<file path="src/rtl/abtb_pkg.sv">
`timescale 1ns / 1ps
// ============================================================================
// abtb_pkg
// Shared types, register indexes and blend constants of the tile blitter.
// ============================================================================
package abtb_pkg;

    localparam int CFG_IDX_W  = 3;
    localparam int CFG_DATA_W = 11;

    typedef enum logic [CFG_IDX_W-1:0] {
        CFG_FRAME_WIDTH = 3'd0,
        CFG_RECT_WIDTH  = 3'd1,
        CFG_RECT_HEIGHT = 3'd2,
        CFG_DEST_X      = 3'd3,
        CFG_DEST_Y      = 3'd4
    } t_cfg_idx;

    localparam logic [10:0] RST_FRAME_WIDTH = 11'd512;
    localparam logic [8:0]  RST_RECT_WIDTH  = 9'd32;
    localparam logic [8:0]  RST_RECT_HEIGHT = 9'd32;

    localparam logic [31:0] MASK_RB    = 32'h00ff00ff;
    localparam logic [31:0] MASK_AG    = 32'hff00ff00;
    localparam logic [31:0] MASK_G     = 32'h0000ff00;
    localparam logic [31:0] ALPHA_ONE  = 32'h01000000;
    localparam logic [7:0]  ALPHA_FULL = 8'd255;

    typedef struct packed {
        logic load;
        logic mul;
        logic fin;
        logic adv;
    } t_addr_ctl;

    typedef struct packed {
        logic hit;
        logic last;
    } t_addr_stat;

    function automatic logic [31:0] swizzle(input logic [31:0] v);
        swizzle = {v[7:0], v[15:8], v[23:16], v[31:24]};
    endfunction

endpackage

</file>
<file path="src/rtl/abtb_blend.sv">
`timescale 1ns / 1ps
// ============================================================================
// abtb_blend
// Source-over blend: source terms registered at load, destination merged later.
// ============================================================================
module abtb_blend (
    input  logic        i_clk,
    input  logic        i_load,
    input  logic [31:0] i_src,
    input  logic [31:0] i_dst,
    output logic [31:0] o_pix
);
    import abtb_pkg::*;

    logic [31:0] w_s;
    logic [7:0]  w_a;
    logic [7:0]  r_n;
    logic [31:0] r_s_rb;
    logic [31:0] r_s_ag;
    logic [31:0] w_rb;
    logic [31:0] w_ag;

    assign w_s = swizzle(i_src);
    assign w_a = w_s[31:24];

    always_ff @(posedge i_clk) begin
        if (i_load) begin
            r_n    <= ALPHA_FULL - w_a;
            r_s_rb <= {24'd0, w_a} * (w_s & MASK_RB);
            r_s_ag <= {24'd0, w_a} * (ALPHA_ONE | ((w_s & MASK_G) >> 8));
        end
    end

    assign w_rb  = (({24'd0, r_n} * (i_dst & MASK_RB)) + r_s_rb) >> 8;
    assign w_ag  = ({24'd0, r_n} * ((i_dst & MASK_AG) >> 8)) + r_s_ag;
    assign o_pix = (w_rb & MASK_RB) | (w_ag & MASK_AG);

endmodule

</file>
<file path="config.mk">
export PLATFORM = sky130hd
export DESIGN_NAME = abtb_blend
export DESIGN_NICKNAME = d
export VERILOG_FILES = /design/src/rtl/abtb_pkg.sv /design/src/rtl/abtb_blend.sv
export SDC_FILE = /design/constraint.sdc
export NUM_CORES = 1
export LEC_CHECK = 0
export ABC_AREA = 1
export BUFFER_PORTS_ARGS = -buffer_cell sky130_fd_sc_hd__buf_2
export CORE_MARGIN = 2
export CORE_UTILIZATION = 59
export DETAILED_ROUTE_END_ITERATION = 8
export PLACE_DENSITY_LB_ADDON = 0.2
export SYNTH_ARGS = -nofsm -noshare
export SYNTH_HDL_FRONTEND = slang
export SYNTH_SLANG_ARGS = --single-unit
export TNS_END_PERCENT = 50
</file>
<file path="constraint.sdc">
create_clock -name i_clk -period 4.17 [get_ports i_clk]
set_input_delay 0.2085 -clock i_clk [delete_from_list [all_inputs] [get_ports i_clk]]
set_output_delay 0.2085 -clock i_clk [all_outputs]
set_load 0.01 [all_outputs]
</file>
Yosys cells after proc, flatten, opt, wreduce, memory -nomap -nowiden
Cells that the tools add are included.
Storage, ports and cells
  bits of input ports: 66
  register bits: 72
  output and inout port bits: 32
  logic and storage cells: 11
Operators by class
  add/sub/neg operators: 3
  multipliers: 4
  bitwise gates (word level): 1
Operators with widths (count)
  $mul A8 B24 Y32: 3
  $add A32 B32 Y32: 2
  $mul A8 B25 Y32: 1
  $or A24 B32 Y32: 1
  $sub A8 B8 Y8 const A: 1

Longest topological paths before layout
Gate-level depths: netlist of the first run.
  depth after elaboration: 3
  mapped depth: 23

Least setup slack after synthesis of the first run
OpenSTA, ideal clock, no wires.
  kind: register to output
  start: register r_n[2]
  end: output port o_pix[22]
  path slack: -0.074 ns
  data required time: 3.962 ns
  cell stages (with the launch flop): 23
  arrival: 4.035 ns
  cells stage by stage: edfxtp_1 > clkbuf_1 > nand2_1 > inv_1 > fa_1 > inv_1 > fa_1 > inv_1 > fa_1 > inv_1 > fa_1 > inv_1 > ha_1 > nand2_1 > nor2_2 > nand2_1 > nor3_2 > nand2_1 > nor2_1 > nand2_1 > nand2_1 > nand2_1 > nand2_1
Between the ends
  cells in the longest elaborated chain, start to end: 3
RTL lines
  from (decl): line abtb_blend.sv:17  | logic [7:0] r_n;
  from (signal assigned): line abtb_blend.sv:28  | r_n <= ALPHA_FULL - w_a;
  $mul A8 B24 Y32: line abtb_blend.sv:34  | assign w_rb = (({24'd0, r_n} * (i_dst & MASK_RB)) + r_s_rb) >> 8;
  $add A32 B32 Y32: line abtb_blend.sv:34
  $or A24 B32 Y32: line abtb_blend.sv:36  | assign o_pix = (w_rb & MASK_RB) | (w_ag & MASK_AG);
  to (decl): line abtb_blend.sv:11  | output logic [31:0] o_pix
Every way passes these cells.

Worst setup path after layout of the first run
  start: register r_n[1]
  end: output port o_pix[23]
The elaborated chain is that of the path after synthesis.

==> flow_metrics.env, run 1 <==
export IMPL_period_share=1.12
export IMPL_initial_utilization=0.597
export IMPL_netlist_area_sq_mm=0.0206
export IMPL_numCtsBuffers=9
export IMPL_ios=98
export IMPL_violations="negative setup slack"
export IMPL_htree_num_levels=3
export IMPL_die_w_um=191
export IMPL_root_buffer="clkbuf_16"
export IMPL_rsz0062_at_grt="true"
export IMPL_cap_violations=0
export IMPL_synth_commonest_cells="899 x inv_1, 778 x nand2_1, 297 x fa_1"
export IMPL_syn_inst=2894
export IMPL_synth_area_per_cell_sq_um=7.11
export IMPL_clk_pin_slew_ns=0.06
export IMPL_grt_max_degree=40
export IMPL_path_buf_inv=6
export IMPL_synth_cell_types=37
export IMPL_fin_nets=3719
export IMPL_cp_common_cell="nand2_1"
export IMPL_yosys_area_top_type_share=0.289
export IMPL_dr_total_vias=18100
export IMPL_routabilityCongestion=0.935
export IMPL_synth_top_cell_by_area="fa_1"
export IMPL_drt_pass1_iter_count=5
export IMPL_crit_path_end_kind="output port"
export IMPL_worst_slew_pin_slew_ns=0.616
export IMPL_hp_start="i_src[7]"
export IMPL_cp_depth=20
export IMPL_drtIter0Drc=1029
export IMPL_max_clock_freq_ghz=0.214
export IMPL_drive_gt1_frac=0.175
export IMPL_yosysWarnings=0
export IMPL_status="complete, but fails checks"
export IMPL_post_drt_wl_per_cell_um=14.5
export IMPL_ant_nets=0
export IMPL_finalHoldViolCount=0
export IMPL_dp_cells=3502
export IMPL_worstPathCellList="buf_12 > buf_4 > nand2_1 > inv_1 > ha_1 > fa_1 > fa_1 > inv_2 > fa_1 > inv_2 > ha_4 > a21oi_4 > o21ai_2 > a21oi_2 > nand2_2 > nand2_1 > nand2_1 > nand2_1 > nand2_1 > buf_2"
export IMPL_grt_overflow_total=0
export IMPL_area_delta_synth_final_pct=17.8
export IMPL_finalSetupViolCount=32
export IMPL_ys_seq_area_frac=0.0963
export IMPL_min_path_type="in2reg"
export IMPL_worstPathRequired_ns=3.96
export IMPL_clock_path_buffers=2
export IMPL_crit_family="adder cells"
export IMPL_wirelength_um=51700
export IMPL_grtUsageTotal=0.292
export IMPL_synth_most_common_cell="inv_1"
export IMPL_relSlewSlack=0.589
export IMPL_cp_slowest_cell="fa_1"
export IMPL_setup_worst_path_class="reg2out"
export IMPL_grt_pass1_wl_um=86500
export IMPL_rows=68
export IMPL_die_area_sq_mm=0.0364
export IMPL_crit_start="r_n[1]"
export IMPL_period_needed_ns=4.67
export IMPL_cp_endpoint="o_pix[23]"
export IMPL_stdcell_count=3554
export IMPL_postSynth_asyncResetShare=0
export IMPL_drv_slew=0
export IMPL_crit_arrival_ns=4.46
export IMPL_dieHeight_um=191
export IMPL_hold_buffers=0
export IMPL_tns_ns=-13.17
export IMPL_synth_edf_count=66
export IMPL_cts_tree="built"
export IMPL_viasPerCell=5.09
export IMPL_hpwl_um=42700
export IMPL_coreArea_sq_mm=0.0345
export IMPL_utilization=0.703
export IMPL_final_critical_path_setup_slack_ns=-0.501
export IMPL_synth_area_leaders="fa_1 29%, inv_1 16%, ha_1 16%, nand2_1 14%, edfxtp_1 9.6%"
export IMPL_cp_start_kind="flip-flop"
export IMPL_cp_max_fo=10
export IMPL_slowest_delay_ns=0.58
export IMPL_portBuffers=97
export IMPL_antenna_found_initial=4
export IMPL_drc_errors=0
export IMPL_ys_seq_elements=66
export IMPL_clock_sinks=66
export IMPL_postSynthNetCount=3523
export IMPL_grt_pass1_vias=18500
export IMPL_synth_main_ff_cell="edfxtp_1"
[flip-flops by register name, indices dropped and copies added, names as in the netlist]
signal and flops:
r_s_rb 32, r_n 8, r_s_ag 26
[layer usage]
metal | track usage | vias up | part of all wire
li1 | - | 8781 | -
met1 | 0.400 | 8655 | 0.45
met2 | 0.494 | 559 | 0.47
met3 | 0.0300 | 86 | 0.058
met4 | 0.0832 | 2 | 0.022
met5 | 0 | - | 0.00012
[stage by stage]
step | setup WS (ns) | hold WS [ns] | cell area [sq um]
2_1_floorplan | -0.00309 | 0.307 | 20600
3_3_place_gp | -0.180 | 0.590 | 22600
3_5_place_dp | -0.258 | 0.598 | 22600
4_1_cts | -0.495 | 0.242 | 23800
5_1_grt | -0.704 | 0.266 | 24200
6_report | -0.501 | 0.270 | 24200
[final cells by class]
class,instances,area [sq um]
timing repair buffer,289,2140
clock inverter,7,67.6
sequential,66,1980
inverter,907,3410
fill,2802,10200
antenna,4,10.0
clock buffer,9,225
tap,455,569
multi-input combinational,1817,15800
[layout by cell type, fill, tap and decap left out, types with 52 or more instances in the layout]
master / Yosys / routed
nor2_1: 112 / 87
ha_1: 266 / 237
inv_1: 899 / 873
edfxtp_1: 66 / 66
fa_1: 297 / 283
a21oi_1: 103 / 74
buf_2: 1 / 97
buf_4: 3 / 167
nand2_1: 778 / 716
nand3_1: 80 / 75
nand2_2: 5 / 52
[cell families after synthesis]
| family | count (synthesis) | synth area share |
|---|---|---|
| buffers and inverters | 1011 | 0.185 |
| xor gates and xnor gates | 51 | 0.0217 |
| and+or+nand+nor | 1027 | 0.200 |
| adders and majority gates | 563 | 0.451 |
| DFF | 66 | 0.0963 |
| AOI/OAI and AO/OA | 176 | 0.0463 |
[worst min-delay path by stage]
stage | endpoint | cells after the start
floorplan | r_s_ag[24] | 0
global placement | r_n[7] | 2
detailed placement | r_n[7] | 2
CTS | r_n[7] | 2
global route | r_n[7] | 2
finish | r_n[7] | 2
[timing repair]
item | CTS | global route
hold endpoints to repair | 0 | 0
resized for setup | 181 | 96
buffers inserted | 28 | 3
gates cloned | 0 | 2
pin swaps | 56 | 40
endpoints found under the setup margin | 32 | 35
Power of run 1 is left out: the tool's default activity adds up to more than one toggle a clock period on the data nets, which glitch-free logic cannot reach.
==> run 2: changes to the inputs <==
--- a/config.mk
+++ b/config.mk
@@ -7,9 +7,12 @@
 export LEC_CHECK = 0
 export ABC_AREA = 1
 export BUFFER_PORTS_ARGS = -buffer_cell sky130_fd_sc_hd__buf_2
+export CELL_PAD_IN_SITES_DETAIL_PLACEMENT = 2
+export CELL_PAD_IN_SITES_GLOBAL_PLACEMENT = 2
 export CORE_MARGIN = 2
-export CORE_UTILIZATION = 59
+export CORE_UTILIZATION = 34
 export DETAILED_ROUTE_END_ITERATION = 8
+export MAX_ROUTING_LAYER = met4
 export PLACE_DENSITY_LB_ADDON = 0.2
 export SYNTH_ARGS = -nofsm -noshare
 export SYNTH_HDL_FRONTEND = slang
==> run 2 against run 1 <==
  * The flow still finishes with violations (negative setup slack)
  * Cell count is 12% higher
  * Core utilization is 28 points lower
  * Critical path depth is 2 higher
  * Global-route usage is 3.9 points lower
==> flow_metrics.env, run 2 (synthesized netlist as in run 1, its figures left out) <==
export IMPL_period_needed_ns=5.06
export IMPL_numCtsBuffers=9
export IMPL_initial_utilization=0.342
export IMPL_rows=90
export IMPL_antenna_found_initial=2
export IMPL_clock_path_buffers=2
export IMPL_setup_worst_path_class="reg2out"
export IMPL_final_critical_path_setup_slack_ns=-0.889
export IMPL_ant_nets=0
export IMPL_area_delta_synth_final_pct=23.8
export IMPL_relSlewSlack=0.376
export IMPL_grt_overflow_total=0
export IMPL_use_met3=0.0209
export IMPL_layout_common_cells="871 x inv_1, 720 x nand2_1, 284 x fa_1"
export IMPL_period_share=1.21
export IMPL_die_area_sq_mm=0.0625
export IMPL_htree_num_levels=3
export IMPL_crit_path_end_kind="output port"
export IMPL_grt_max_degree=40
export IMPL_violations="negative setup slack"
export IMPL_cap_violations=0
export IMPL_busiest_layer="met2"
export IMPL_max_clock_freq_ghz=0.198
export IMPL_seq_area_sq_mm=0.00198
export IMPL_routabilityCongestion=0.887
export IMPL_top_register="r_s_rb"
export IMPL_coreArea_sq_mm=0.0601
export IMPL_grt_pass1_vias=22400
export IMPL_min_path_type="in2reg"
export IMPL_post_drt_wl_per_cell_um=19.8
export IMPL_status="complete, but fails checks"
export IMPL_reg_top3="r_s_rb x32, r_s_ag x26, r_n x8"
export IMPL_nFillCells=6987
export IMPL_worst_slew_pin_slew_ns=0.936
export IMPL_rsz0062_at_grt="true"
export IMPL_grtUsageTotal=0.254
export IMPL_drive_gt1_frac=0.202
export IMPL_largest_reg_flops=32
export IMPL_dp_cells=3932
export IMPL_use_met2=0.458
export IMPL_final_common_cell="inv_1"
export IMPL_crit_arrival_ns=4.85
export IMPL_grt_pass1_wl_um=121000
export IMPL_multi_input_area_sq_mm=0.0158
export IMPL_dr_total_vias=19100
export IMPL_cp_start_kind="flip-flop"
export IMPL_stdcell_count=3976
export IMPL_drt_pass1_iter_count=4
export IMPL_tns_ns=-22.08
export IMPL_finalSetupViolCount=32
export IMPL_clock_sinks=66
export IMPL_portBuffers=97
export IMPL_wirelength_um=78900
export IMPL_cts_tree="built"
export IMPL_finalHoldViolCount=0
export IMPL_worstPathRequired_ns=3.96
export IMPL_root_buffer="clkbuf_16"
export IMPL_dieHeight_um=250
export IMPL_clk_pin_slew_ns=0.06
export IMPL_grt_met1_usage=0.306
export IMPL_die_w_um=250
export IMPL_fin_nets=3816
export IMPL_hold_buffers=0
export IMPL_ios=98
export IMPL_drtIter0Drc=517
export IMPL_drv_slew=0
export IMPL_drc_errors=0
export IMPL_viasPerCell=4.80
export IMPL_hpwl_um=64600
export IMPL_cp_max_fo=7
==> run 2: what timing repair did <==
item / 4_1_cts / 5_1_grt
pin swaps: 28 / 46
buffers inserted: 17 / 12
cloned: 0 / 2
gates resized for setup: 104 / 199
endpoints found under the setup margin: 32 / 51
==> run 2: final cells by class <==
type                       instances  share of cell area
multi-input combinational       1817               0.621
sequential                        66              0.0778
inverter                         907               0.134
antenna                            2            0.000196
clock inverter                     7             0.00363
tap                              782              0.0384
timing repair buffer             386               0.116
clock buffer                       9             0.00884
==> run 2: through the flow <==
step / cell area, sq um / utilization / setup slack [ns] / hold slack (ns)
6_report: 25500 / 0.424 / -0.889 / 0.350
3_3_place_gp: 23800 / 0.395 / -0.298 / 0.659
2_1_floorplan: 20600 / - / -0.00309 / 0.307
5_1_grt: 25500 / 0.424 / -1.02 / 0.344
4_1_cts: 24600 / 0.409 / -0.740 / 0.344
3_5_place_dp: 23800 / 0.395 / -0.482 / 0.710
==> run 2: path summary, 6_finish.rpt <==
check | startpoint | end | slack (ns) | depth (start not counted)
setup / recovery | r_n[4] | o_pix[28] | -0.89 | 22
hold / removal | i_src[2] | r_s_ag[26] | 0.35 | 2
==> run 2: worst max-delay path, cell delays in order (launching register included) <==
cell      delay [ns]
edfxtp_1        0.44
buf_12          0.17
buf_6           0.12
nand2_4         0.04
fa_1            0.61
inv_2           0.09
fa_2            0.50
fa_1            0.52
inv_2           0.06
fa_1            0.55
inv_2           0.08
ha_4            0.34
nand2_4         0.08
inv_4           0.09
nand2_4         0.07
nor2_2          0.11
nand4_1         0.13
nand3_2         0.15
nand2_2         0.06
nand2_1         0.07
nand2_1         0.04
nand2_1         0.05
buf_2           0.12
==> run 2: routing by layer <==
layer	share of wire	vias to the layer above
met4	0.022	0
met2	0.52	241
met1	0.44	9781
met5	0	-
li1	-	8960
met3	0.019	97
Power of run 2 is left out for the same reason.
