==> config.mk <==
export PLATFORM = sky130hd
export DESIGN_NAME = abtb_addr
export DESIGN_NICKNAME = d
export VERILOG_FILES = /design/src/rtl/abtb_pkg.sv /design/src/rtl/abtb_addr.sv
export SDC_FILE = /design/constraint.sdc
export NUM_CORES = 1
export LEC_CHECK = 0
export BUFFER_PORTS_ARGS = -buffer_cell sky130_fd_sc_hd__buf_2
export CAP_MARGIN = 0
export CORE_ASPECT_RATIO = 1.5
export CORE_MARGIN = 2
export CORE_UTILIZATION = 65
export DETAILED_ROUTE_END_ITERATION = 10
export GPL_TIMING_DRIVEN = 0
export PLACE_DENSITY = 0.82
export SLEW_MARGIN = 20
export SYNTH_ARGS = -nofsm -noshare
export SYNTH_HDL_FRONTEND = slang
export SYNTH_SLANG_ARGS = --single-unit
==> constraint.sdc <==
create_clock -name i_clk -period 16.7 [get_ports i_clk]
set_input_delay 2.505 -clock i_clk [delete_from_list [all_inputs] [get_ports i_clk]]
set_output_delay 2.505 -clock i_clk [all_outputs]
set_load 0.1 [all_outputs]
==> src/rtl/abtb_pkg.sv <==
`timescale 1ns / 1ps
// ============================================================================
// abtb_pkg
// Shared types, register indexes and blend constants of the tile blitter.
// ============================================================================
package abtb_pkg;

    localparam int CFG_IDX_W  = 3;
    localparam int CFG_DATA_W = 11;

    typedef enum logic [CFG_IDX_W-1:0] {
        CFG_FRAME_WIDTH = 3'd0,
        CFG_RECT_WIDTH  = 3'd1,
        CFG_RECT_HEIGHT = 3'd2,
        CFG_DEST_X      = 3'd3,
        CFG_DEST_Y      = 3'd4
    } t_cfg_idx;

    localparam logic [10:0] RST_FRAME_WIDTH = 11'd512;
    localparam logic [8:0]  RST_RECT_WIDTH  = 9'd32;
    localparam logic [8:0]  RST_RECT_HEIGHT = 9'd32;

    localparam logic [31:0] MASK_RB    = 32'h00ff00ff;
    localparam logic [31:0] MASK_AG    = 32'hff00ff00;
    localparam logic [31:0] MASK_G     = 32'h0000ff00;
    localparam logic [31:0] ALPHA_ONE  = 32'h01000000;
    localparam logic [7:0]  ALPHA_FULL = 8'd255;

    typedef struct packed {
        logic load;
        logic mul;
        logic fin;
        logic adv;
    } t_addr_ctl;

    typedef struct packed {
        logic hit;
        logic last;
    } t_addr_stat;

    function automatic logic [31:0] swizzle(input logic [31:0] v);
        swizzle = {v[7:0], v[15:8], v[23:16], v[31:24]};
    endfunction

endpackage

==> src/rtl/abtb_addr.sv <==
`timescale 1ns / 1ps
// ============================================================================
// abtb_addr
// Tile registers, column/row counters and the draw address pipeline.
// ============================================================================
module abtb_addr #(
    parameter int FRAME_PIXELS = 262144,
    parameter int MAX_TILE     = 256,
    parameter int AW           = 18
) (
    input  logic                             i_clk,
    input  logic                             i_rst_n,
    input  logic                             i_cfg_we,
    input  logic [abtb_pkg::CFG_IDX_W-1:0]   i_cfg_index,
    input  logic [abtb_pkg::CFG_DATA_W-1:0]  i_cfg_data,
    input  abtb_pkg::t_addr_ctl              i_ctl,
    output abtb_pkg::t_addr_stat             o_stat,
    output logic [AW-1:0]                    o_addr
);
    import abtb_pkg::*;

    localparam int CW    = (MAX_TILE > 1) ? $clog2(MAX_TILE) : 1;
    localparam int BW    = $clog2(MAX_TILE + 1);
    localparam int SW    = ((BW > 9) ? BW : 9) + 1;
    localparam int ROW_W = ((CW > 10) ? CW : 10) + 1;
    localparam int PW    = ROW_W + 11;
    localparam int DW    = PW + 1;
    localparam int FPW   = $clog2(FRAME_PIXELS + 1);
    localparam int CMPW  = (DW > FPW) ? DW : FPW;

    logic [10:0]      r_fw;
    logic [8:0]       r_rw;
    logic [8:0]       r_rh;
    logic [9:0]       r_dx;
    logic [9:0]       r_dy;
    logic [CW-1:0]    r_col;
    logic [CW-1:0]    r_row;
    logic [ROW_W-1:0] r_rowsum;
    logic [ROW_W-1:0] r_colsum;
    logic [PW-1:0]    r_prod;
    logic [AW-1:0]    r_addr;
    logic             r_hit;

    logic [SW-1:0]    w_w;
    logic [SW-1:0]    w_h;
    logic             w_row_wrap;
    logic             w_col_wrap;
    logic [DW-1:0]    w_daddr;
    logic [CMPW-1:0]  w_daddr_x;

    assign w_w = (r_rw == 9'd0) ? SW'(1) :
                 ((SW'(r_rw) > SW'(MAX_TILE)) ? SW'(MAX_TILE) : SW'(r_rw));
    assign w_h = (r_rh == 9'd0) ? SW'(1) :
                 ((SW'(r_rh) > SW'(MAX_TILE)) ? SW'(MAX_TILE) : SW'(r_rh));

    assign w_row_wrap = (SW'(r_row) + SW'(1)) >= w_h;
    assign w_col_wrap = (SW'(r_col) + SW'(1)) >= w_w;

    assign w_daddr   = DW'(r_prod) + DW'(r_colsum);
    assign w_daddr_x = CMPW'(w_daddr);

    always_ff @(posedge i_clk) begin
        if (!i_rst_n) begin
            r_fw  <= RST_FRAME_WIDTH;
            r_rw  <= RST_RECT_WIDTH;
            r_rh  <= RST_RECT_HEIGHT;
            r_dx  <= '0;
            r_dy  <= '0;
            r_col <= '0;
            r_row <= '0;
        end else begin
            if (i_cfg_we) begin
                case (t_cfg_idx'(i_cfg_index))
                    CFG_FRAME_WIDTH: r_fw <= i_cfg_data[10:0];
                    CFG_RECT_WIDTH:  r_rw <= i_cfg_data[8:0];
                    CFG_RECT_HEIGHT: r_rh <= i_cfg_data[8:0];
                    CFG_DEST_X:      r_dx <= i_cfg_data[9:0];
                    CFG_DEST_Y:      r_dy <= i_cfg_data[9:0];
                    default: ;
                endcase
            end
            if (i_ctl.adv) begin
                if (w_row_wrap) begin
                    r_row <= '0;
                    r_col <= w_col_wrap ? '0 : r_col + CW'(1);
                end else begin
                    r_row <= r_row + CW'(1);
                end
            end
        end
    end

    always_ff @(posedge i_clk) begin
        if (i_ctl.load) begin
            r_rowsum <= ROW_W'(r_dy) + ROW_W'(r_row);
            r_colsum <= ROW_W'(r_dx) + ROW_W'(r_col);
        end
        if (i_ctl.mul) begin
            r_prod <= PW'(r_rowsum) * PW'(r_fw);
        end
        if (i_ctl.fin) begin
            r_addr <= AW'(w_daddr_x);
            r_hit  <= w_daddr_x < CMPW'(FRAME_PIXELS);
        end
    end

    assign o_addr      = r_addr;
    assign o_stat.hit  = r_hit;
    assign o_stat.last = w_row_wrap && w_col_wrap;

endmodule

# Word level (Yosys, flattened, before mapping)
# Index checks and enable logic that the tools add are counted.
[classes]
n_bitwise = 0
div_mod_pow = 0
multipliers = 1
n_reduce_logical = 10
addsub = 7
n_mux = 6
n_eq_ne = 4
n_shift = 0
magnitude_cmp = 5
[ops]
columns = ["cell", "count"]
rows = [
  ["2-to-1 mux 9 bit", 4],
  ["adder 22 x 11 -> 23 bit", 1],
  ["< comparator 23 x 19 -> 1 bit (second input constant)", 1],
  ["adder 10 x 8 -> 11 bit", 2],
  ["multiplier 11 x 11 -> 22 bit", 1],
  ["adder 8 x 1 -> 9 bit (second input constant)", 2],
  [">= comparator 9 bit", 2],
  ["greater-than comparator 9 bit (second input constant)", 2],
  ["zero test 9 bit", 2],
  ["adder 8 x 1 -> 8 bit (second input constant)", 2],
  ["2-to-1 mux 8 bit", 2],
  ["AND reduction 2 bit", 6],
  ["== test 3 x 2 -> 1 bit (second input constant)", 2],
  ["== test 3 x 1 -> 1 bit (second input constant)", 1],
  ["== test 3 bit (second input constant)", 1],
  ["zero test 3 bit", 1],
  ["logical AND 1 bit", 1],
]
[totals]
memories = 0
latchBits = 0
out_inout_bits = 20
rom_bits = 0
ff_bits = 128
ram_bits = 0

# Depth between registers and ports, before layout
# Gate-level depths: netlist (run 1).
[depth]
word_depth = 5
ltp_mapped = 20

# Worst setup path before layout (run 1)
# OpenSTA, ideal clock, no wires.
[synth_path]
path_type = "reg-to-output"
start = "register r_row[0]"
end = "output port o_stat[0] in the netlist's numbering"
stages_incl_launch_ff = 11
slack_ps = 11354
t_arrival_ps = 2841
path_cell_list = "dfxtp_1 > ha_1 > and3_1 > and3_1 > and3_1 > ha_1 > and4_1 > nand2_1 > o21ai_0 > clkbuf_1 > and2_2"
[synth_lines]
columns = ["element", "line", "rtl"]
rows = [
  ["start: declaration", "abtb_addr.sv:37", "logic [CW-1:0] r_row;"],
  ["start signal: assignment", "abtb_addr.sv:87", "r_row <= r_row + CW'(1);"],
  ["end: declaration", "abtb_addr.sv:17", "output abtb_pkg::t_addr_stat o_stat,"],
]

==> results of run 1 <==
path summary, 6_finish.rpt:
path,from,to,slack [ns],cells past startpoint
max,r_row[0]$_SDFFE_PN0P_,o_stat[0],10.03,11
min,r_dx[5]$_SDFFE_PN0P_,r_dx[5]$_SDFFE_PN0P_,0.47,2
min reg2reg,r_dx[5]$_SDFFE_PN0P_,r_dx[5]$_SDFFE_PN0P_,0.47,2
max reg2reg,r_rowsum[5]$_DFFE_PP_,r_prod[18]$_DFFE_PP_,10.81,18
stage by stage:
stage,cells,total power [mW],util (%),worst slack [ns]
after floorplan,1139,0.4710,-,11.35
after global placement,1381,0.5016,69.67,10.66
after detailed placement,1381,0.5062,69.67,10.64
after CTS,1413,0.8735,73.44,10.16
after global routing,1413,0.9026,73.44,9.939
final,1413,0.8744,73.44,10.03
power groups by stage:
| stage | sequential, mW | combinational, mW | clock, mW |
|---|---|---|---|
| 4_1_cts | 0.356 | 0.146 | 0.372 |
| 2_1_floorplan | 0.397 | 0.0742 | 0 |
| 5_1_grt | 0.357 | 0.159 | 0.386 |
| 3_5_place_dp | 0.362 | 0.144 | 0 |
| 6_report | 0.356 | 0.146 | 0.373 |
| 3_3_place_gp | 0.361 | 0.140 | 0 |
registers in the layout (all words and copies together), names as in the netlist, 9 cells and up:
register / flops
r_rw: 9
r_rh: 9
r_rowsum: 11
r_fw: 11
r_dx: 10
r_dy: 10
r_prod: 22
o_addr: 18
r_colsum: 11
layer usage:
layer	up-vias	GRT usage (%)	wire length (um)
li1	3860	-	-
met1	3950	29.27	8259
met2	283	56.40	13100
met3	89	4.503	1141
met4	0	13.69	1058
met5	-	0	0
cell type report:
class,instances,area [um^2],area share (%)
Buffer,43,172.7,1.498
Clock inverter,11,88.84,0.7707
Tap cell,203,254.0,2.204
Timing Repair Buffer,39,195.2,1.693
Multi-Input combinational cell,832,6609,57.34
Clock buffer,21,503.0,4.364
Inverter,136,510.5,4.429
Sequential cell,128,3193,27.70
synth_stat cells (4+ instances only):
| master | n |
|---|---|
| nand2_1 | 216 |
| inv_1 | 134 |
| ha_1 | 107 |
| fa_1 | 83 |
| and2_1 | 66 |
| dfxtp_1 | 65 |
| edfxtp_1 | 63 |
| a21boi_0 | 55 |
| xnor2_1 | 44 |
| clkbuf_1 | 41 |
| a21oi_1 | 35 |
| nor2_1 | 35 |
| nand3_1 | 29 |
| o21ai_0 | 28 |
| xor2_1 | 14 |
| nor2b_1 | 13 |
| a21o_1 | 12 |
| and3_1 | 10 |
| nand2b_1 | 10 |
| nor3_1 | 8 |
| nand3b_1 | 7 |
| a31o_2 | 4 |
| or2_2 | 4 |
critical path, stage by stage (launching register included):
cell and delay [ns]:
dfxtp_1 0.37, ha_1 0.27, and3_1 0.27, and3_1 0.25, and3_1 0.19, ha_1 0.31
and4_1 0.24, nand2_1 0.06, o21ai_0 0.69, clkbuf_1 0.44, and2_2 0.22, buf_2 0.42
cells in the final DEF (no fill, tap or decap), types with 7 or more instances in the layout:
cell         n
nand2_1    216
a21o_1      12
nand2b_1    10
buf_2       39
clkbuf_1    41
xor2_1      14
nor2b_1     13
o21ai_0     28
ha_1       107
and2_1      66
nand3b_1     7
xnor2_1     44
dfxtp_1     65
inv_1      134
a21oi_1     35
edfxtp_1    63
a21boi_0    55
nand3_1     29
nor2_1      35
and3_1      10
nor3_1       8
clkbuf_16   19
fa_1        83
logic make-up (layout without fill, tap and decap cells):
kind of cell / Yosys count / count (layout) / synth area share (%)
adder cells (fa/ha/maj): 190 / 190 / 28.62
AND/OR/NAND/NOR: 416 / 416 / 18.68
AO/OA/AOI/OAI: 168 / 168 / 10.90
buffers and inverters: 179 / 250 / 6.516
XOR/XNOR: 58 / 58 / 4.845
flip-flops: 128 / 128 / 30.45
==> run_results.csv, run 1 <==
group,metric,value,unit
outcome,status,"finished, final reports clean",
clock_network,holdBufCountCts,0,
yosys,ys_seq_area_share,30.45,%
global_routing,grt_pass1_wl,39110,um
clock_network,cts_setup_buffers,0,
power_and_ir_drop,p_int,0.6102,mW
critical_path,end_kind,"primary output",
die,die_area,17180,um^2
yosys,synth.top_cell.area_share,18.04,%
critical_path,path_max_fanout,10,
timing,fmax,0.1499,GHz
place,io_buffers,39,
yosys,yosys.area.top_type,"edfxtp_1",
yosys,synth_area,10490,um^2
clock_network,cts_resized,0,
clock_network,clkTransAtPathRegs,0.06,ns
clock_network,clk_latency,0.44,ns
power_and_ir_drop,p_leak,5.212,nW
power_and_ir_drop,p_comb_share,16.7,%
clock_network,tritoncts,"built",
global_routing,grt_pass1_vias,8563,
yosys,syn_avg_cell_area,9.205,um^2
timing,finalHoldViolations,0,
die,fp-row-count,56,
route,wire_per_inst,16.67,um
cells_and_area,n_antenna_cell,0,
clock_network,cts_max_path_buffers,2,
cells_and_area,drive_above_1_share,7.190,%
route,postRouteAntennaNets,0,
yosys,ys_ff_latch,128,
timing,slew_headroom,40.43,%
power_and_ir_drop,max-vdd-ir-drop,0.00006392,V
cells_and_area,fillers,1167,
clock_network,htree_levels,4,
clock_network,clock_sinks,128,
power_and_ir_drop,swShare,30.22,%
timing,holdWs,0.4678,ns
die,io_pins,41,
route,drcViolationCount,0,
cells_and_area,stdcell_area,11530,um^2
timing,rsz0062_at_grt,"false",
critical_path,start_kind,"flop",
yosys,synth_area_leaders,"edfxtp_1, fa_1, ha_1",
timing,maxSlewViolCount,0,
cells_and_area,fin_nets,1408,
timing,min_period,6.672,ns
global_routing,grt_max_degree,23,
yosys,synthArstFlopShare,0,%
route,firstDrtPassIters,5,
power_and_ir_drop,pwr-share-seq,40.7,%
timing,worst_slew_pin_slew,0.8843,ns
power_and_ir_drop,clockPowerShare,42.6,%
critical_path,worst_ep_arrival_time,4.17,ns
route,drt_iter0_markers,432,
die,start_util,66.80,%
timing,fin_tns_setup,0,ns
clock_network,cts_root_buf,"clkbuf_16",
yosys,ys_warn_count,0,
place,place_area,10930,um^2
cells_and_area,area_growth,9.929,%
timing,skew,0.007860,ns
yosys,synth_top_flop_cell,"dfxtp_1",
die,die_x,107.7,um
power_and_ir_drop,p_per_area,75.87,nW/um^2
critical_path,worstPathRequired,14.20,ns
timing,fin_crit_sh,39.95,%
global_routing,antenna_found_initial,0,
place,gp_congestion,0.9444,
hold_path,min_path_type,"reg -> reg",
yosys,synth_fp_nets,1350,
route,num_vias,8182,
power_and_ir_drop,p_switching,0.2642,mW
die,coreArea,15700,um^2
flow_run,maxCapViolCount,0,
critical_path,worstSetupPathType,"reg -> out",
place,place_hpwl,17790,um
yosys,synth_edf_count,63,
global_routing,grt_overflow_total,0,
timing,setup_violations,0,
yosys,syn_inst,1139,
die,die_h,159.6,um
global_routing,grt_usage,29.09,%
clock_network,numCtsBuffers,17,
route,via_per_inst,5.791,
route,wirelength,23560,um
yosys,synth_cell_types,59,
Note: power is estimated with default switching activity, not from simulation.
==> run 2, diff against run 1 <==
- CORE_UTILIZATION: 65 -> 64
- PLACE_DENSITY: 0.82 -> 0.81
- clock period: 16.7 -> 6.6 ns (I/O delays scaled with it)
==> run_results.csv, run 2 (synthesis gave the netlist of run 1 again) <==
group,metric,value,unit
global_routing,grt_max_degree,23,
cells_and_area,layout_commonest_cell,"nand2_1",
power_and_ir_drop,p_per_area,191.0,nW/um^2
flow_run,maxCapViolCount,0,
cells_and_area,layout_common_cells,"nand2_1, inv_1, ha_1, fa_1, and2_1",
clock_network,tritoncts,"built",
critical_path,worstPathRequired,6.78,ns
hold_path,hold_path_depth,2,
timing,worst_slew_pin_slew,0.6870,ns
global_routing,antenna_found_initial,0,
critical_path,worst_ep_arrival_time,6.11,ns
global_routing,grt_usage,28.59,%
timing,fin_tns_setup,0,ns
place,io_buffers,39,
route,wire_per_inst,16.60,um
critical_path,start_kind,"flop",
cells_and_area,stdcell_area,11520,um^2
power_and_ir_drop,max-vdd-ir-drop,0.0001470,V
global_routing,grt_overflow_total,0,
cells_and_area,final_cells,1416,
place,post-place-ws,0.7841,ns
global_routing,grt_pass1_wl,38610,um
timing,skew,0.009244,ns
place,dp.cells,1384,
die,die_h,160.8,um
critical_path,path_max_fanout,10,
cells_and_area,largest_reg_flops,22,
die,coreArea,16120,um^2
timing,rsz0062_at_grt,"false",
die,start_util,65.05,%
cells_and_area,fin_nets,1408,
timing,slew_headroom,53.72,%
route,firstDrtPassIters,5,
cells_and_area,largest_register,"r_prod",
global_routing,grt_pass1_vias,8365,
clock_network,cts_root_buf,"clkbuf_16",
cells_and_area,area_growth,9.833,%
die,io_pins,41,
critical_path,end_kind,"flop",
clock_network,holdBufCountCts,0,
timing,finalHoldViolations,0,
place,gp_congestion,0.9099,
die,die_x,108.5,um
cells_and_area,utilization,71.45,%
critical_path,worstSetupPathType,"reg -> reg",
power_and_ir_drop,power,2.200,mW
timing,maxSlewViolCount,0,
hold_path,min_path_type,"reg -> reg",
cells_and_area,n_antenna_cell,0,
route,wirelength,23510,um
place,place_hpwl,18120,um
critical_path,reg2reg_depth,18,
place,place_area,10940,um^2
critical_path,reg2reg_slack,0.67,ns
cells_and_area,drive_above_1_share,7.190,%
clock_network,clkTransAtPathRegs,0.07,ns
timing,min_period,5.931,ns
clock_network,cts_setup_buffers,0,
clock_network,htree_levels,4,
route,postRouteAntennaNets,0,
timing,fmax,0.1686,GHz
route,via_per_inst,5.664,
timing,timing.final.ws_setup,0.6691,ns
clock_network,cts_max_path_buffers,2,
clock_network,clk_latency,0.43,ns
clock_network,numCtsBuffers,17,
timing,fin_crit_sh,89.86,%
die,die_area,17440,um^2
timing,holdWs,0.4716,ns
clock_network,cts_resized,0,
route,drcViolationCount,0,
timing,setup_violations,0,
power_and_ir_drop,p_leak,5.211,nW
die,fp-row-count,57,
route,drt_iter0_markers,400,
outcome,status,"finished, final reports clean",
route,num_vias,8020,
clock_network,clock_sinks,128,
[run 2: critical path, stage by stage, from the launching register on]
cell      delay (ns)
edfxtp_1        0.34
clkbuf_1        0.43
nand2_1         0.15
fa_1            0.58
fa_1            0.45
fa_1            0.52
inv_1           0.06
fa_1            0.52
inv_1           0.06
fa_1            0.54
inv_1           0.05
ha_1            0.37
a21oi_1         0.20
o22a_1          0.16
o21ai_1         0.15
or4_1           0.58
a31o_2          0.27
a21oi_1         0.17
xnor2_1         0.08
[run 2: cell type report]
type | count | area, um^2
sequential | 128 | 3193
clock inverter | 13 | 113.9
fill | 1208 | 4602
multi-input combinational | 832 | 6609
clock buffer | 19 | 464.2
timing repair buffer | 39 | 195.2
buffer | 43 | 172.7
tap | 206 | 257.7
inverter | 136 | 510.5
[run 2: final timing paths]
check / to / from
worst min-delay path: r_rw[0]$_SDFFE_PN0P_ / r_rw[0]$_SDFFE_PN0P_
worst max register to register: r_prod[18]$_DFFE_PP_ / r_rowsum[5]$_DFFE_PP_
worst min register to register: r_rw[0]$_SDFFE_PN0P_ / r_rw[0]$_SDFFE_PN0P_
worst max-delay path: r_prod[18]$_DFFE_PP_ / r_rowsum[5]$_DFFE_PP_
[run 2: power by group]
| group | switching (mW) | internal, mW | total, mW | leakage (nW) |
|---|---|---|---|---|
| clock | 0.400 | 0.527 | 0.926 | 0.290 |
| sequential | 0.0195 | 0.881 | 0.900 | 1.16 |
| combinational | 0.263 | 0.110 | 0.373 | 3.76 |
[run 2: metal layers]
metal / global-route usage, % / vias to the layer above / part of all wire, % / routed length [um]
met5: 0 / - / 0 / 0
met4: 13.69 / 0 / 4.3 / 1005
met3: 4.830 / 86 / 3.5 / 833
met2: 54.46 / 215 / 56 / 13140
met1: 29.31 / 3866 / 36 / 8531
li1: - / 3853 / - / -
==> run 3, diff against run 2 <==
- ABC_AREA: unset -> 1
- CELL_PAD_IN_SITES_DETAIL_PLACEMENT: unset -> 1
- CELL_PAD_IN_SITES_GLOBAL_PLACEMENT: unset -> 1
- CORE_UTILIZATION: 64 -> 48
==> run_results.csv, run 3 <==
group,metric,value,unit
cells_and_area,layout_commonest_cell,"nand2_1",
yosys,synth_cell_types,45,
yosys,synth_fp_nets,1627,
clock_network,clk_latency,0.44,ns
global_routing,grt_pass1_vias,10280,
timing,fin_crit_sh,85.65,%
global_routing,antenna_found_initial,0,
route,wire_per_inst,16.59,um
critical_path,reg2reg_slack,0.95,ns
route,num_vias,9239,
clock_network,holdBufCountCts,0,
die,fp-row-count,68,
timing,rsz0062_at_grt,"false",
clock_network,clkTransAtPathRegs,0.06,ns
route,drcViolationCount,0,
critical_path,worstSetupPathType,"reg -> reg",
timing,fin_tns_setup,0,ns
yosys,synth_area,11060,um^2
clock_network,cts_root_buf,"clkbuf_16",
yosys,synth.top_cell.area_share,17.11,%
cells_and_area,area_growth,10.13,%
clock_network,cts_max_path_buffers,2,
timing,maxSlewViolCount,0,
cells_and_area,largest_reg_flops,22,
global_routing,grt_pass1_wl,48720,um
yosys,yosys.area.top_type,"edfxtp_1",
yosys,ys_seq_area_share,28.87,%
outcome,status,"finished, final reports clean",
critical_path,slowest_delay,0.59,ns
route,wirelength,29290,um
power_and_ir_drop,pwr-share-seq,37.7,%
clock_network,numCtsBuffers,17,
timing,holdWs,0.4618,ns
clock_network,htree_levels,4,
die,die_area,24300,um^2
critical_path,reg2reg_depth,18,
critical_path,cpMostUsedCell,"fa_1",
clock_network,cts_resized,0,
clock_network,cts_setup_buffers,0,
critical_path,worst_ep_arrival_time,5.85,ns
power_and_ir_drop,p_leak,6.488,nW
route,firstDrtPassIters,4,
yosys,synth_top_flop_cell,"dfxtp_1",
die,die_h,189.9,um
power_and_ir_drop,p_comb_share,24.6,%
timing,finalHoldViolations,0,
timing,worst_slew_pin_slew,0.6675,ns
place,place_hpwl,23860,um
cells_and_area,drive_above_1_share,6.326,%
critical_path,start_kind,"flop",
yosys,ys_ff_latch,128,
timing,slew_headroom,55.50,%
die,die_x,127.9,um
global_routing,grt_max_degree,23,
critical_path,timing.rr.start,"r_fw[7]$_SDFFE_PN0P_",
hold_path,hold_path_depth,2,
route,postRouteAntennaNets,0,
timing,setup_violations,0,
power_and_ir_drop,p_switching,0.8787,mW
global_routing,grt_overflow_total,0,
critical_path,path_buf_inv,4,
yosys,post-synth-top-count-cell,"nand2_1",
yosys,synth_area_leaders,"edfxtp_1, fa_1, ha_1",
yosys,synth.top_cells.by_count,"nand2_1, inv_1, nor2_1",
power_and_ir_drop,p_per_area,207.3,nW/um^2
cells_and_area,fillers,2854,
die,start_util,48.50,%
cells_and_area,largest_register,"r_prod",
yosys,syn_avg_cell_area,7.810,um^2
power_and_ir_drop,clockPowerShare,37.6,%
critical_path,path_max_fanout,10,
cells_and_area,fin_nets,1684,
hold_path,min_to,"r_dx[3]$_SDFFE_PN0P_",
place,gp_congestion,0.8615,
global_routing,grt_usage,25.60,%
critical_path,worstReg2RegEnd,"r_prod[21]$_DFFE_PP_",
yosys,syn_inst,1416,
timing,min_period,5.653,ns
clock_network,clock_sinks,128,
timing,skew,0.005559,ns
route,drt_iter0_markers,280,
place,io_buffers,38,
die,coreArea,22800,um^2
critical_path,worstPathRequired,6.79,ns
yosys,synthArstFlopShare,0,%
power_and_ir_drop,swShare,34.80,%
cells_and_area,n_antenna_cell,0,
clock_network,tritoncts,"built",
die,io_pins,41,
power_and_ir_drop,p_int,1.647,mW
critical_path,end_kind,"flop",
critical_path,path_cells,"clkbuf_1 -> nand2_1 -> fa_1 -> inv_1 -> fa_1 -> fa_1 -> fa_1 -> inv_1 -> fa_1 -> inv_1 -> ha_1 -> nand2_1 -> nor2_1 -> nand4_1 -> o21ai_1 -> nand3_1 -> nand3b_1 -> nand2_1",
yosys,synth_edf_count,63,
cells_and_area,layout_common_cells,"nand2_1, inv_1, nor2_1, ha_1, fa_1",
critical_path,cp_top_family,"adder cells",
yosys,ys_warn_count,0,
hold_path,worstHoldStart,"r_dx[3]$_SDFFE_PN0P_",
hold_path,min_path_type,"reg -> reg",
power_and_ir_drop,max-vdd-ir-drop,0.0001792,V
route,via_per_inst,5.232,
flow_run,maxCapViolCount,0,
critical_path,critPathSlowestCell,"fa_1",
timing,fmax,0.1769,GHz
run 3: changes by cell type in the layout (fill, tap and decap cells not counted), sizes merged, moves of 33 or more:
cell / previous run / this run
inv: 144 / 293
nand2: 216 / 347
nor2: 35 / 144
and2: 67 / 1
a21boi: 57 / 3
o21ai: 31 / 69
a21oi: 36 / 69
run 3: final cells by class:
class / count / area, um^2 / share of cell area [%]
inverters: 290 / 1089 / 8.938
flip-flops and latches: 128 / 3193 / 26.22
clock inverters: 12 / 100.1 / 0.8219
well taps: 280 / 350.3 / 2.877
clock buffers: 20 / 479.2 / 3.935
plain buffers: 37 / 155.1 / 1.274
multi-input cells: 961 / 6623 / 54.38
repair buffers: 38 / 190.2 / 1.562
run 3: routing by layer:
layer,share of wire (%),GRT usage (%)
met5,0,0
met4,3.1,10.19
met3,1.9,3.459
met2,59,53.06
met1,36,24.50
run 3: power by group through the flow:
stage	Sequential [mW]	Combinational (mW)	Clock [mW]
2_1_floorplan	1.09	0.342	0
3_3_place_gp	0.966	0.604	0
3_5_place_dp	0.970	0.624	0
4_1_cts	0.953	0.629	0.958
5_1_grt	0.959	0.692	0.996
6_report	0.952	0.622	0.950
run 3: per-stage QoR:
step                      power [mW]  setup WS (ns)  util [%]  area [um^2]  cells
after floorplan                1.432          1.887         -        11060   1416
after global placement         1.570          1.064     50.87        11600   1734
after detailed placement       1.594         0.9584     50.87        11600   1734
after CTS                      2.540         0.9660     53.41        12180   1766
after global routing           2.647         0.6725     53.41        12180   1766
final                          2.525         0.9470     53.41        12180   1766
run 3: cell families (layout without fill, tap and decap cells):
logic type      count (synthesis)  in the layout  synth area share [%]
compound gates                158            158                 7.784
xor+xnor                       50             50                 4.028
fa+ha+maj                     190            190                 27.13
buf+inv                       327            397                 11.25
simple gates                  563            563                 20.94
flops                         128            128                 28.87
run 3: worst max-delay path by stage:
stage,startpoint,to,slack (ns),cells past startpoint
final,r_fw[7]$_SDFFE_PN0P_,r_prod[21]$_DFFE_PP_,0.95,18
after floorplan,r_rowsum[4]$_DFFE_PP_,r_prod[21]$_DFFE_PP_,1.89,18
after CTS,r_rowsum[4]$_DFFE_PP_,r_prod[21]$_DFFE_PP_,0.97,18
after global placement,r_rowsum[4]$_DFFE_PP_,r_prod[21]$_DFFE_PP_,1.06,18
after global routing,r_fw[7]$_SDFFE_PN0P_,r_prod[21]$_DFFE_PP_,0.67,18
after detailed placement,r_rowsum[4]$_DFFE_PP_,r_prod[21]$_DFFE_PP_,0.96,18
run 3: worst reg2reg max path, delay by kind of cell (launching register included):
family | cells | cell delay [ns]
adder cells (fa/ha/maj) | 6 | 3.00
AND/OR/NAND/NOR | 7 | 0.98
buffers and inverters | 4 | 0.64
AO/OA/AOI/OAI | 1 | 0.43
flip-flops | 1 | 0.36
